`config.mk`:
```
export PLATFORM = sky130hd
export DESIGN_NAME = rtc_bcd_datetime_codec
export DESIGN_NICKNAME = d
export VERILOG_FILES = /design/src/rtcc_pkg.sv /design/src/rtcc_pipe_ctl.sv /design/src/rtc_bcd_datetime_codec.sv
export VERILOG_INCLUDE_DIRS = /design/src /design/src/src
export SDC_FILE = /design/constraint.sdc
export NUM_CORES = 1
export LEC_CHECK = 0
export BUFFER_PORTS_ARGS = -buffer_cell sky130_fd_sc_hd__buf_2
export CORE_ASPECT_RATIO = 0.8
export CORE_UTILIZATION = 35
export CTS_BUF_LIST = sky130_fd_sc_hd__clkbuf_2 sky130_fd_sc_hd__clkbuf_4 sky130_fd_sc_hd__clkbuf_8
export CTS_CLUSTER_SIZE = 14
export DETAILED_ROUTE_END_ITERATION = 10
export PLACE_DENSITY_LB_ADDON = 0.25
export SYNTH_ARGS = -nofsm -noshare
export SYNTH_HDL_FRONTEND = slang
export SYNTH_SLANG_ARGS = --single-unit
```
`constraint.sdc`:
```
create_clock -name clk -period 8.3 [get_ports clk]
set_clock_uncertainty 0.05 [all_clocks]
set_input_delay 0.83 -clock clk [delete_from_list [all_inputs] [get_ports clk]]
set_output_delay 0.83 -clock clk [all_outputs]
set_load 0.05 [all_outputs]
```
`src/rtc_bcd_datetime_codec_macros.svh`:
```
// assertion macros for the bcd rtc date/time codec
`ifndef RTC_BCD_DATETIME_CODEC_MACROS_SVH
`define RTC_BCD_DATETIME_CODEC_MACROS_SVH

// same-cycle implication, checked out of reset
`define RTCC_ASSERT_IMPL(label, ante, cons) \
	label: assert property (@(posedge clk) disable iff (!arst_n) (ante) |-> (cons)) \
		else $error("rtcc assertion failed");

// next-cycle implication, checked out of reset
`define RTCC_ASSERT_NEXT(label, ante, cons) \
	label: assert property (@(posedge clk) disable iff (!arst_n) (ante) |=> (cons)) \
		else $error("rtcc assertion failed");

`endif

```
`src/rtcc_pkg.sv`:
```
// types, constants and helper functions of the bcd rtc date/time codec
`default_nettype none

package rtcc_pkg;

	localparam int STAGES = 3;

	typedef enum logic {
		KIND_DECODE = 1'b0,
		KIND_ENCODE = 1'b1
	} kind_t;

	typedef struct packed {
		kind_t       kind;
		logic [55:0] raw_regs;
		logic [7:0]  set_seconds;
		logic [7:0]  set_minutes;
		logic [7:0]  set_hours;
		logic [7:0]  set_weekday;
		logic [7:0]  set_day;
		logic [7:0]  set_month;
		logic [15:0] set_year;
	} req_t;

	typedef struct packed {
		logic        accepted;
		logic [6:0]  got_seconds;
		logic [6:0]  got_minutes;
		logic [5:0]  got_hours;
		logic [2:0]  got_weekday;
		logic [5:0]  got_day;
		logic [4:0]  got_month;
		logic [11:0] got_year;
		logic [55:0] encoded_regs;
	} rsp_t;

	typedef struct packed {
		logic              req_ready;
		logic [STAGES-1:0] load;
		logic [STAGES-1:0] valid;
	} pipe_ctl_t;

	localparam logic [7:0]  SEC_MAX       = 8'd59;
	localparam logic [7:0]  MIN_MAX       = 8'd59;
	localparam logic [7:0]  HOUR_MAX      = 8'd23;
	localparam logic [7:0]  WDAY_MIN      = 8'd1;
	localparam logic [7:0]  WDAY_MAX      = 8'd7;
	localparam logic [7:0]  DAY_MIN       = 8'd1;
	localparam logic [7:0]  DAY_MAX       = 8'd31;
	localparam logic [7:0]  MONTH_MIN     = 8'd1;
	localparam logic [7:0]  MONTH_MAX     = 8'd12;
	localparam logic [15:0] YEAR_MIN      = 16'd2000;
	localparam logic [15:0] YEAR_MAX      = 16'd2199;
	localparam logic [11:0] YEAR_BASE     = 12'd2000;
	localparam logic [11:0] CENTURY_YEARS = 12'd100;
	localparam logic [7:0]  CENTURY_OFF   = 8'd100;
	localparam logic [4:0]  HALF_DAY      = 5'd12;
	localparam logic [4:0]  FULL_DAY      = 5'd24;
	localparam logic [5:0]  PM_OFFSET     = 6'd12;
	localparam logic [7:0]  CENTURY_BIT   = 8'h80;
	localparam logic [13:0] RECIP_TEN     = 14'd103;

	// high nibble * 10 + low nibble, digits not checked
	function automatic logic [7:0] bcd_in(input logic [7:0] b);
		logic [3:0] hi;
		logic [3:0] lo;
		hi = b[7:4];
		lo = b[3:0];
		return {1'b0, hi, 3'b000} + {3'b000, hi, 1'b0} + {4'b0000, lo};
	endfunction

	// two bcd digits of a value below 100, tens by reciprocal multiply
	function automatic logic [7:0] bcd_byte(input logic [6:0] v);
		logic [13:0] prod;
		logic [3:0]  q;
		logic [6:0]  tens;
		logic [6:0]  rem;
		prod = {7'b0000000, v} * RECIP_TEN;
		q    = prod[13:10];
		tens = {q, 3'b000} + {2'b00, q, 1'b0};
		rem  = v - tens;
		return {q, rem[3:0]};
	endfunction

endpackage

`default_nettype wire

```
`src/rtcc_pipe_ctl.sv`:
```
// valid/ready control of the codec pipeline: stage valid bits and load enables
`default_nettype none

module rtcc_pipe_ctl (
	input  logic                clk,
	input  logic                arst_n,
	input  logic                req_valid,
	input  logic                rsp_ready,
	output rtcc_pkg::pipe_ctl_t ctl
);

	localparam int N = rtcc_pkg::STAGES;

	logic [N-1:0] valid_q;
	logic [N-1:0] ready;
	logic [N-1:0] upstream;

	always_comb begin
		ready[N-1] = !valid_q[N-1] || rsp_ready;
		for (int i = N - 2; i >= 0; i--) begin
			ready[i] = !valid_q[i] || ready[i+1];
		end
		upstream[0] = req_valid;
		for (int i = 1; i < N; i++) begin
			upstream[i] = valid_q[i-1];
		end
	end

	always_ff @(posedge clk or negedge arst_n) begin
		if (!arst_n) begin
			valid_q <= '0;
		end else begin
			for (int i = 0; i < N; i++) begin
				if (ready[i]) begin
					valid_q[i] <= upstream[i];
				end
			end
		end
	end

	assign ctl.req_ready = ready[0];
	assign ctl.load      = ready & upstream;
	assign ctl.valid     = valid_q;

endmodule

`default_nettype wire

```
`src/rtc_bcd_datetime_codec.sv`:
```
// top level of the bcd rtc date/time codec: three-stage decode/encode pipeline
//
//   channel | signals                      | beat
//   --------+------------------------------+--------------------------------------
//   req     | req_valid, req_ready, req    | kind, raw register bytes, set_* fields
//   rsp     | rsp_valid, rsp_ready, rsp    | accepted, got_* fields, encoded bytes
//
// a beat is registered in stages 1, 2 and 3 in order; one beat per cycle sustained while rsp_ready is high
// stage 1 registers the beat, stage 2 holds digit sums and range checks,
// stage 3 holds the finished result and drives rsp
// a stalled rsp holds stage 3; earlier stages keep filling bubbles, then stop
// reset empties all stages; payload registers are not reset
`default_nettype none

module rtc_bcd_datetime_codec (
	input  logic           clk,
	input  logic           arst_n,
	input  logic           req_valid,
	output logic           req_ready,
	input  rtcc_pkg::req_t req,
	output logic           rsp_valid,
	input  logic           rsp_ready,
	output rtcc_pkg::rsp_t rsp
);

	rtcc_pkg::pipe_ctl_t ctl;

	rtcc_pipe_ctl u_ctl (
		.clk       (clk),
		.arst_n    (arst_n),
		.req_valid (req_valid),
		.rsp_ready (rsp_ready),
		.ctl       (ctl)
	);

	assign req_ready = ctl.req_ready;
	assign rsp_valid = ctl.valid[2];

	// stage 1
	rtcc_pkg::req_t req_s1;

	always_ff @(posedge clk) begin
		if (ctl.load[0]) begin
			req_s1 <= req;
		end
	end

	// stage 2 datapath
	logic [7:0] b0, b1, b2, b3, b4, b5, b6;
	logic [7:0] d_sec_w, d_min_w, d_h12_w, d_h24_w, d_day_w, d_mon_w, d_yr_w;
	logic [15:0] off_w;
	logic       e_cent_w;
	logic [7:0] yoff_w;
	logic       ok_w;

	assign b0 = req_s1.raw_regs[7:0];
	assign b1 = req_s1.raw_regs[15:8];
	assign b2 = req_s1.raw_regs[23:16];
	assign b3 = req_s1.raw_regs[31:24];
	assign b4 = req_s1.raw_regs[39:32];
	assign b5 = req_s1.raw_regs[47:40];
	assign b6 = req_s1.raw_regs[55:48];

	always_comb begin
		d_sec_w  = rtcc_pkg::bcd_in({1'b0, b0[6:0]});
		d_min_w  = rtcc_pkg::bcd_in({1'b0, b1[6:0]});
		d_h12_w  = rtcc_pkg::bcd_in({3'b000, b2[4:0]});
		d_h24_w  = rtcc_pkg::bcd_in({2'b00, b2[5:0]});
		d_day_w  = rtcc_pkg::bcd_in({2'b00, b4[5:0]});
		d_mon_w  = rtcc_pkg::bcd_in({3'b000, b5[4:0]});
		d_yr_w   = rtcc_pkg::bcd_in(b6);
		ok_w = (req_s1.set_seconds <= rtcc_pkg::SEC_MAX) &&
			(req_s1.set_minutes <= rtcc_pkg::MIN_MAX) &&
			(req_s1.set_hours <= rtcc_pkg::HOUR_MAX) &&
			(req_s1.set_weekday >= rtcc_pkg::WDAY_MIN) &&
			(req_s1.set_weekday <= rtcc_pkg::WDAY_MAX) &&
			(req_s1.set_day >= rtcc_pkg::DAY_MIN) &&
			(req_s1.set_day <= rtcc_pkg::DAY_MAX) &&
			(req_s1.set_month >= rtcc_pkg::MONTH_MIN) &&
			(req_s1.set_month <= rtcc_pkg::MONTH_MAX) &&
			(req_s1.set_year >= rtcc_pkg::YEAR_MIN) &&
			(req_s1.set_year <= rtcc_pkg::YEAR_MAX);
		off_w    = req_s1.set_year - rtcc_pkg::YEAR_MIN;
		e_cent_w = off_w[7:0] >= rtcc_pkg::CENTURY_OFF;
		yoff_w   = e_cent_w ? (off_w[7:0] - rtcc_pkg::CENTURY_OFF) : off_w[7:0];
	end

	rtcc_pkg::kind_t kind_s2;
	logic       ok_s2, e_cent_s2, mode12_s2, pm_s2, d_cent_s2;
	logic [6:0] d_sec_s2, d_min_s2;
	logic [4:0] d_h12_s2, d_mon_s2;
	logic [5:0] d_h24_s2, d_day_s2;
	logic [2:0] d_wd_s2;
	logic [7:0] d_yr_s2;
	logic [6:0] e_sec_s2, e_min_s2, e_hr_s2, e_wd_s2, e_day_s2, e_mon_s2, e_yoff_s2;

	always_ff @(posedge clk) begin
		if (ctl.load[1]) begin
			kind_s2   <= req_s1.kind;
			ok_s2     <= ok_w;
			e_cent_s2 <= e_cent_w;
			mode12_s2 <= b2[6];
			pm_s2     <= b2[5];
			d_cent_s2 <= b5[7];
			d_sec_s2  <= d_sec_w[6:0];
			d_min_s2  <= d_min_w[6:0];
			d_h12_s2  <= d_h12_w[4:0];
			d_h24_s2  <= d_h24_w[5:0];
			d_wd_s2   <= b3[2:0];
			d_day_s2  <= d_day_w[5:0];
			d_mon_s2  <= d_mon_w[4:0];
			d_yr_s2   <= d_yr_w;
			e_sec_s2  <= req_s1.set_seconds[6:0];
			e_min_s2  <= req_s1.set_minutes[6:0];
			e_hr_s2   <= req_s1.set_hours[6:0];
			e_wd_s2   <= req_s1.set_weekday[6:0];
			e_day_s2  <= req_s1.set_day[6:0];
			e_mon_s2  <= req_s1.set_month[6:0];
			e_yoff_s2 <= yoff_w[6:0];
		end
	end

	// stage 3 datapath
	logic [4:0]     hmod_w;
	logic [5:0]     hours_w;
	logic [7:0]     mon_byte_w;
	rtcc_pkg::rsp_t rsp_w;

	always_comb begin
		if (d_h12_s2 >= rtcc_pkg::FULL_DAY) begin
			hmod_w = d_h12_s2 - rtcc_pkg::FULL_DAY;
		end else if (d_h12_s2 >= rtcc_pkg::HALF_DAY) begin
			hmod_w = d_h12_s2 - rtcc_pkg::HALF_DAY;
		end else begin
			hmod_w = d_h12_s2;
		end
		if (mode12_s2) begin
			hours_w = pm_s2 ? ({1'b0, hmod_w} + rtcc_pkg::PM_OFFSET) : {1'b0, hmod_w};
		end else begin
			hours_w = d_h24_s2;
		end
		mon_byte_w = rtcc_pkg::bcd_byte(e_mon_s2) |
			(e_cent_s2 ? rtcc_pkg::CENTURY_BIT : 8'h00);

		rsp_w = '0;
		case (kind_s2)
			rtcc_pkg::KIND_DECODE: begin
				rsp_w.accepted    = 1'b1;
				rsp_w.got_seconds = d_sec_s2;
				rsp_w.got_minutes = d_min_s2;
				rsp_w.got_hours   = hours_w;
				rsp_w.got_weekday = d_wd_s2;
				rsp_w.got_day     = d_day_s2;
				rsp_w.got_month   = d_mon_s2;
				rsp_w.got_year    = rtcc_pkg::YEAR_BASE + {4'b0000, d_yr_s2} +
					(d_cent_s2 ? rtcc_pkg::CENTURY_YEARS : 12'd0);
			end
			rtcc_pkg::KIND_ENCODE: begin
				rsp_w.accepted = ok_s2;
				if (ok_s2) begin
					rsp_w.encoded_regs = {
						rtcc_pkg::bcd_byte(e_yoff_s2),
						mon_byte_w,
						rtcc_pkg::bcd_byte(e_day_s2),
						rtcc_pkg::bcd_byte(e_wd_s2),
						rtcc_pkg::bcd_byte(e_hr_s2),
						rtcc_pkg::bcd_byte(e_min_s2),
						rtcc_pkg::bcd_byte(e_sec_s2)
					};
				end
			end
			default: begin
				rsp_w = '0;
			end
		endcase
	end

	rtcc_pkg::rsp_t rsp_s3;

	always_ff @(posedge clk) begin
		if (ctl.load[2]) begin
			rsp_s3 <= rsp_w;
		end
	end

	assign rsp = rsp_s3;

`include "rtc_bcd_datetime_codec_macros.svh"

	// empty output stage means the whole ready chain is open
	`RTCC_ASSERT_IMPL(a_empty_takes_req, !rsp_valid, req_ready)
	// an output that is free to drain lets a new beat in
	`RTCC_ASSERT_IMPL(a_drain_takes_req, rsp_ready, req_ready)
	// encoded bytes only come with an accepted encode, which carries no decoded year
	`RTCC_ASSERT_IMPL(a_enc_only_ok, rsp_valid && (rsp.encoded_regs != '0), rsp.accepted && (rsp.got_year == '0))

endmodule

`default_nettype wire

```
==> metrics.md <==
| Metric | Value |
|---|---|
| Min Tclk post-route | `between 5 and 6 ns` |
| TritonCTS clock tree | `done` |
| ANT nets after route | `0` |
| Reg2reg start | `e_sec_s2[1]` |
| Setup slack, reg-to-reg | `3.03 ns` |
| Final Hold Fails | `0` |
| Synth warn | `0` |
| Flop and latch count out of synthesis | `approximately 320` |
| Area occupied by multi-input gates | `8964 µm²` |
| Max frequency | `approximately 190 MHz` |
| Clock share of power | `0.219` |
| Initial DRC Count | `477` |
| Starting Density | `0.3547` |
| Max-Slew Margin vs Limit | `0.2634` |
| Yosys top cell by area | `edfxtp_1` |
| Count of different cell masters after synthesis | `64` |
| Placed cell count | `between 2000 and 2500` |
| Most used DFF post-synth | `edfxtp_1` |
| Register-to-Register Path Depth | `20` |
| Crit Path Category | `register to register` |
| Switching part of the total | `0.3970` |
| RSZ-0062 raised after global routing | `no` |
| Worst min path class | `primary input to register` |
| DR vias/cell | `4.771` |
| Via Count | `11730` |
| Initial antenna violation count | `8` |
| Seq pwr share | `0.321` |
| Die height | `around 210 µm` |
| Grt total ovfl | `0` |
| Seq/Total Area, Yosys | `0.4938` |
| Final TNS setup | `0 ns` |
| Endpoints failing setup | `0` |
| Max Cap Viol | `0` |
| CORE AREA | `53920 µm²` |
| Share of the synthesized area in the top cell type | `0.4899` |
| Post-CTS Hold Fix Bufs | `1` |
| Setup crit end kind | `register` |
| Post-synth EDFFs | `about 310` |
| DR DRC count | `0` |
| WL final | `~40 mm` |
| Rows | `76` |
| Worst-Margin Slew | `1.105 ns` |
| Mapped Area | `19130 µm²` |
| Worst path cell trace | `ha_1, inv_1, ha_1, inv_1, fa_1, fa_1, inv_1, ha_1, nand4_1, and3_1, nand2_1, a31oi_1, xnor2_1, ha_1, nor3b_1, nor2_1, o2111ai_1, o2111ai_1, o211a_1, o21a_1` |
| First-pass GRT wire length | `64.45 mm` |
| Drt first pass iters | `5` |
| Largest net degree at the start of global routing | `74` |
| Post-synthesis cell count | `1449` |
| Register cell area after layout | `9444 µm²` |
| Worst Setup Start Kind | `register` |
| Setup crit start | `e_sec_s2[1]` |
| Comb power frac | `0.460` |
| Sw Pwr | `0.002593 W` |
| Status | `finished clean` |
| DP HPWL | `29.81 mm` |
| Pwr/cell area | `between 200 and 300 nW/µm²` |
| Final critical-path share of the clock period | `0.6349` |
| Worst R2R End | `rsp[3]` |
| Top cell by count, worst path | `ha_1` |
| Pins Over Slew Limit | `0` |
| Arrival time worst endpoint | `5.60 ns` |
| Leak Pwr | `9.970 nW` |
| CTS root buffer | `clkbuf_8` |
| Internal power | `0.003938 W` |
| CTS Buf Count | `55` |
| Synthesized Nets | `1969` |
| Vias in the first global route | `roughly 12000` |
| H-tree depth | `2` |
| Sink Count | `315` |
| Layout Nets | `2230` |
| Max incr delay on CP | `~0.52 ns` |
| Tot Pwr | `between 0.006 and 0.007 W` |
| Clock Path Buffers | `3` |
| Drt wl/cell | `16.39 µm` |
| Syn Area/Cell | `13.20 µm²` |
| Tot GR Track Use | `0.1484` |
| CP max FO | `4` |
| Clock slew at reported path FFs | `0.06 ns` |
| Top cells by area, synth | `edfxtp_1 49%, ha_1 22%, fa_1 6.7%` |
| Post-CTS Setup Inserts | `0` |
| Fillers | `5056` |
| Worst VDD drop | `0.1501 mV` |
| Crit path max-delay cell type | `fa_1` |
| CP Capture Point | `rsp[3]` |
| PostCTS Resize Cnt | `0` |
| Placer Congestion | `0.8274` |
| Final cell count without fillers | `~2500` |
| IO buf count | `217` |
| Area of the die | `55590 µm²` |
| Die Wd | `around 260 µm` |
| Fraction of layout cells with a size suffix above 1 | `0.1887` |
| CP Data Required Time | `8.63 ns` |
| Clock latency on the worst-skew pair | `0.64 ns` |
| Total I/O pin count | `230` |
| Area grow syn2layout | `15.92%` |
| Hold_ws | `0.3041 ns` |
| Post-synth ARST share | `0.009524` |
## metal layers
| layer | up-vias | track usage | routed length, µm | part of all wire |
|---|---|---|---|---|
| li1 | 5817 | - | - | - |
| met1 | 5585 | 0.1900 | 18370 | 0.46 |
| met2 | 247 | 0.2375 | 18040 | 0.45 |
| met3 | 66 | 0.05199 | 2979 | 0.074 |
| met4 | 12 | 0.04094 | 822 | 0.020 |
| met5 | - | 0 | 80 | 0.0020 |
## flip-flops by register name (all words and copies together) (netlist names), 8 cells and up
| name | cells |
|---|---|
| rsp | 103 |
| d_yr_s2 | 8 |
| b6 | 8 |
| req_s1 | 65 |
## worst max-delay path: cells and delay by family, from the launching register on
kind / cells / cell delay, ns
xor gates and xnor gates: 1 / 0.12
adders and majority gates: 6 / 2.25
and+or+nand+nor: 5 / 1.03
buffers and inverters: 3 / 0.19
DFF: 1 / 0.45
AOI/OAI and AO/OA: 5 / 0.91
## worst min-delay path by stage
stage | slack [ns] | from | endpoint | depth (start not counted)
after detailed placement | 0.35 | b3[0] | d_wd_s2[0] | 0
after floorplan | 0.35 | b5[7] | d_cent_s2 | 0
after global routing | 0.23 | req[83] | b2[3] | 1
after CTS | 0.22 | req[83] | b2[3] | 1
after global placement | 0.35 | b1[0] | d_min_s2[0] | 0
final | 0.30 | req[83] | b2[3] | 1
## cell type report
class	count	area share
Multi-Input combinational cell	940	0.4043
Clock inverter	29	0.009424
Tap cell	702	0.03962
Antenna cell	2	0.0002257
Inverter	176	0.02980
Clock buffer	72	0.03990
Sequential cell	315	0.4260
Timing Repair Buffer	222	0.05079
## cell families (layout without fill, tap and decap cells)
group	count (synthesis)	in the layout	synth area share
fa+ha+maj	395	395	0.2835
other cells	0	2	0
compound gates	185	185	0.06849
simple gates	283	283	0.08027
buf+inv	194	499	0.03807
xor+xnor	73	73	0.03343
mux	4	4	0.002420
flops	315	315	0.4938
## per-stage QoR
stage	instance area [µm²]	utilization	setup WS (ns)
2_1_floorplan	19130	-	3.613
3_3_place_gp	21060	0.3907	3.081
3_5_place_dp	21060	0.3907	3.017
4_1_cts	22170	0.4111	2.994
5_1_grt	22170	0.4111	2.642
6_report	22170	0.4112	3.030
## cell usage after synthesis (3+ instances only)
cell and n:
nor3_1 14, dfrtp_1 3, xor2_1 34, o211a_1 5
fa_1 64, nand2_1 21, nor4_1 10, nor3b_1 8
and3_1 14, nand3_1 33, clkbuf_1 18, nand4_1 21
o21ai_0 22, a211oi_1 10, o31a_1 3, and2_1 21
inv_1 176, or3_1 10, o2111ai_1 13, edfxtp_1 312
nand2b_1 7, nor2_1 68, nor2b_1 46, ha_1 331
a21oi_1 60, xnor2_1 39, a21o_1 18, o21a_1 15
a31oi_1 5
## power groups by stage
stage / Clock, W / Combinational, W / Sequential, W
2_1_floorplan: 0 / 0.00203 / 0.00241
3_3_place_gp: 0 / 0.00293 / 0.00213
3_5_place_dp: 0 / 0.00300 / 0.00213
4_1_cts: 0.00150 / 0.00304 / 0.00210
5_1_grt: 0.00156 / 0.00341 / 0.00212
6_report: 0.00143 / 0.00300 / 0.00210
## layout by cell type (no fill, tap or decap), types with 3 or more instances in the layout
| cell type | instances |
|---|---|
| buf_2 | 217 |
| clkinv_1 | 13 |
| nor3b_1 | 8 |
| and3_1 | 14 |
| nand2b_1 | 7 |
| nor4_1 | 10 |
| a31oi_1 | 5 |
| or3_1 | 10 |
| nor3_1 | 14 |
| o31a_1 | 3 |
| and2_1 | 18 |
| clkbuf_4 | 17 |
| xor2_1 | 34 |
| clkinvlp_4 | 3 |
| dfrtp_1 | 3 |
| inv_1 | 176 |
| and2_4 | 3 |
| a21o_1 | 18 |
| a21oi_1 | 60 |
| nand3_1 | 33 |
| nand4_1 | 21 |
| o21ai_0 | 22 |
| xnor2_1 | 39 |
| o211a_1 | 5 |
| o21a_1 | 15 |
| o2111ai_1 | 13 |
| buf_4 | 4 |
| nor2b_1 | 46 |
| a211oi_1 | 10 |
| clkbuf_8 | 55 |
| fa_1 | 64 |
| clkinv_2 | 9 |
| edfxtp_1 | 312 |
| nand2_1 | 20 |
| nor2_1 | 68 |
| ha_1 | 331 |
(Power assumes the default switching activity.)
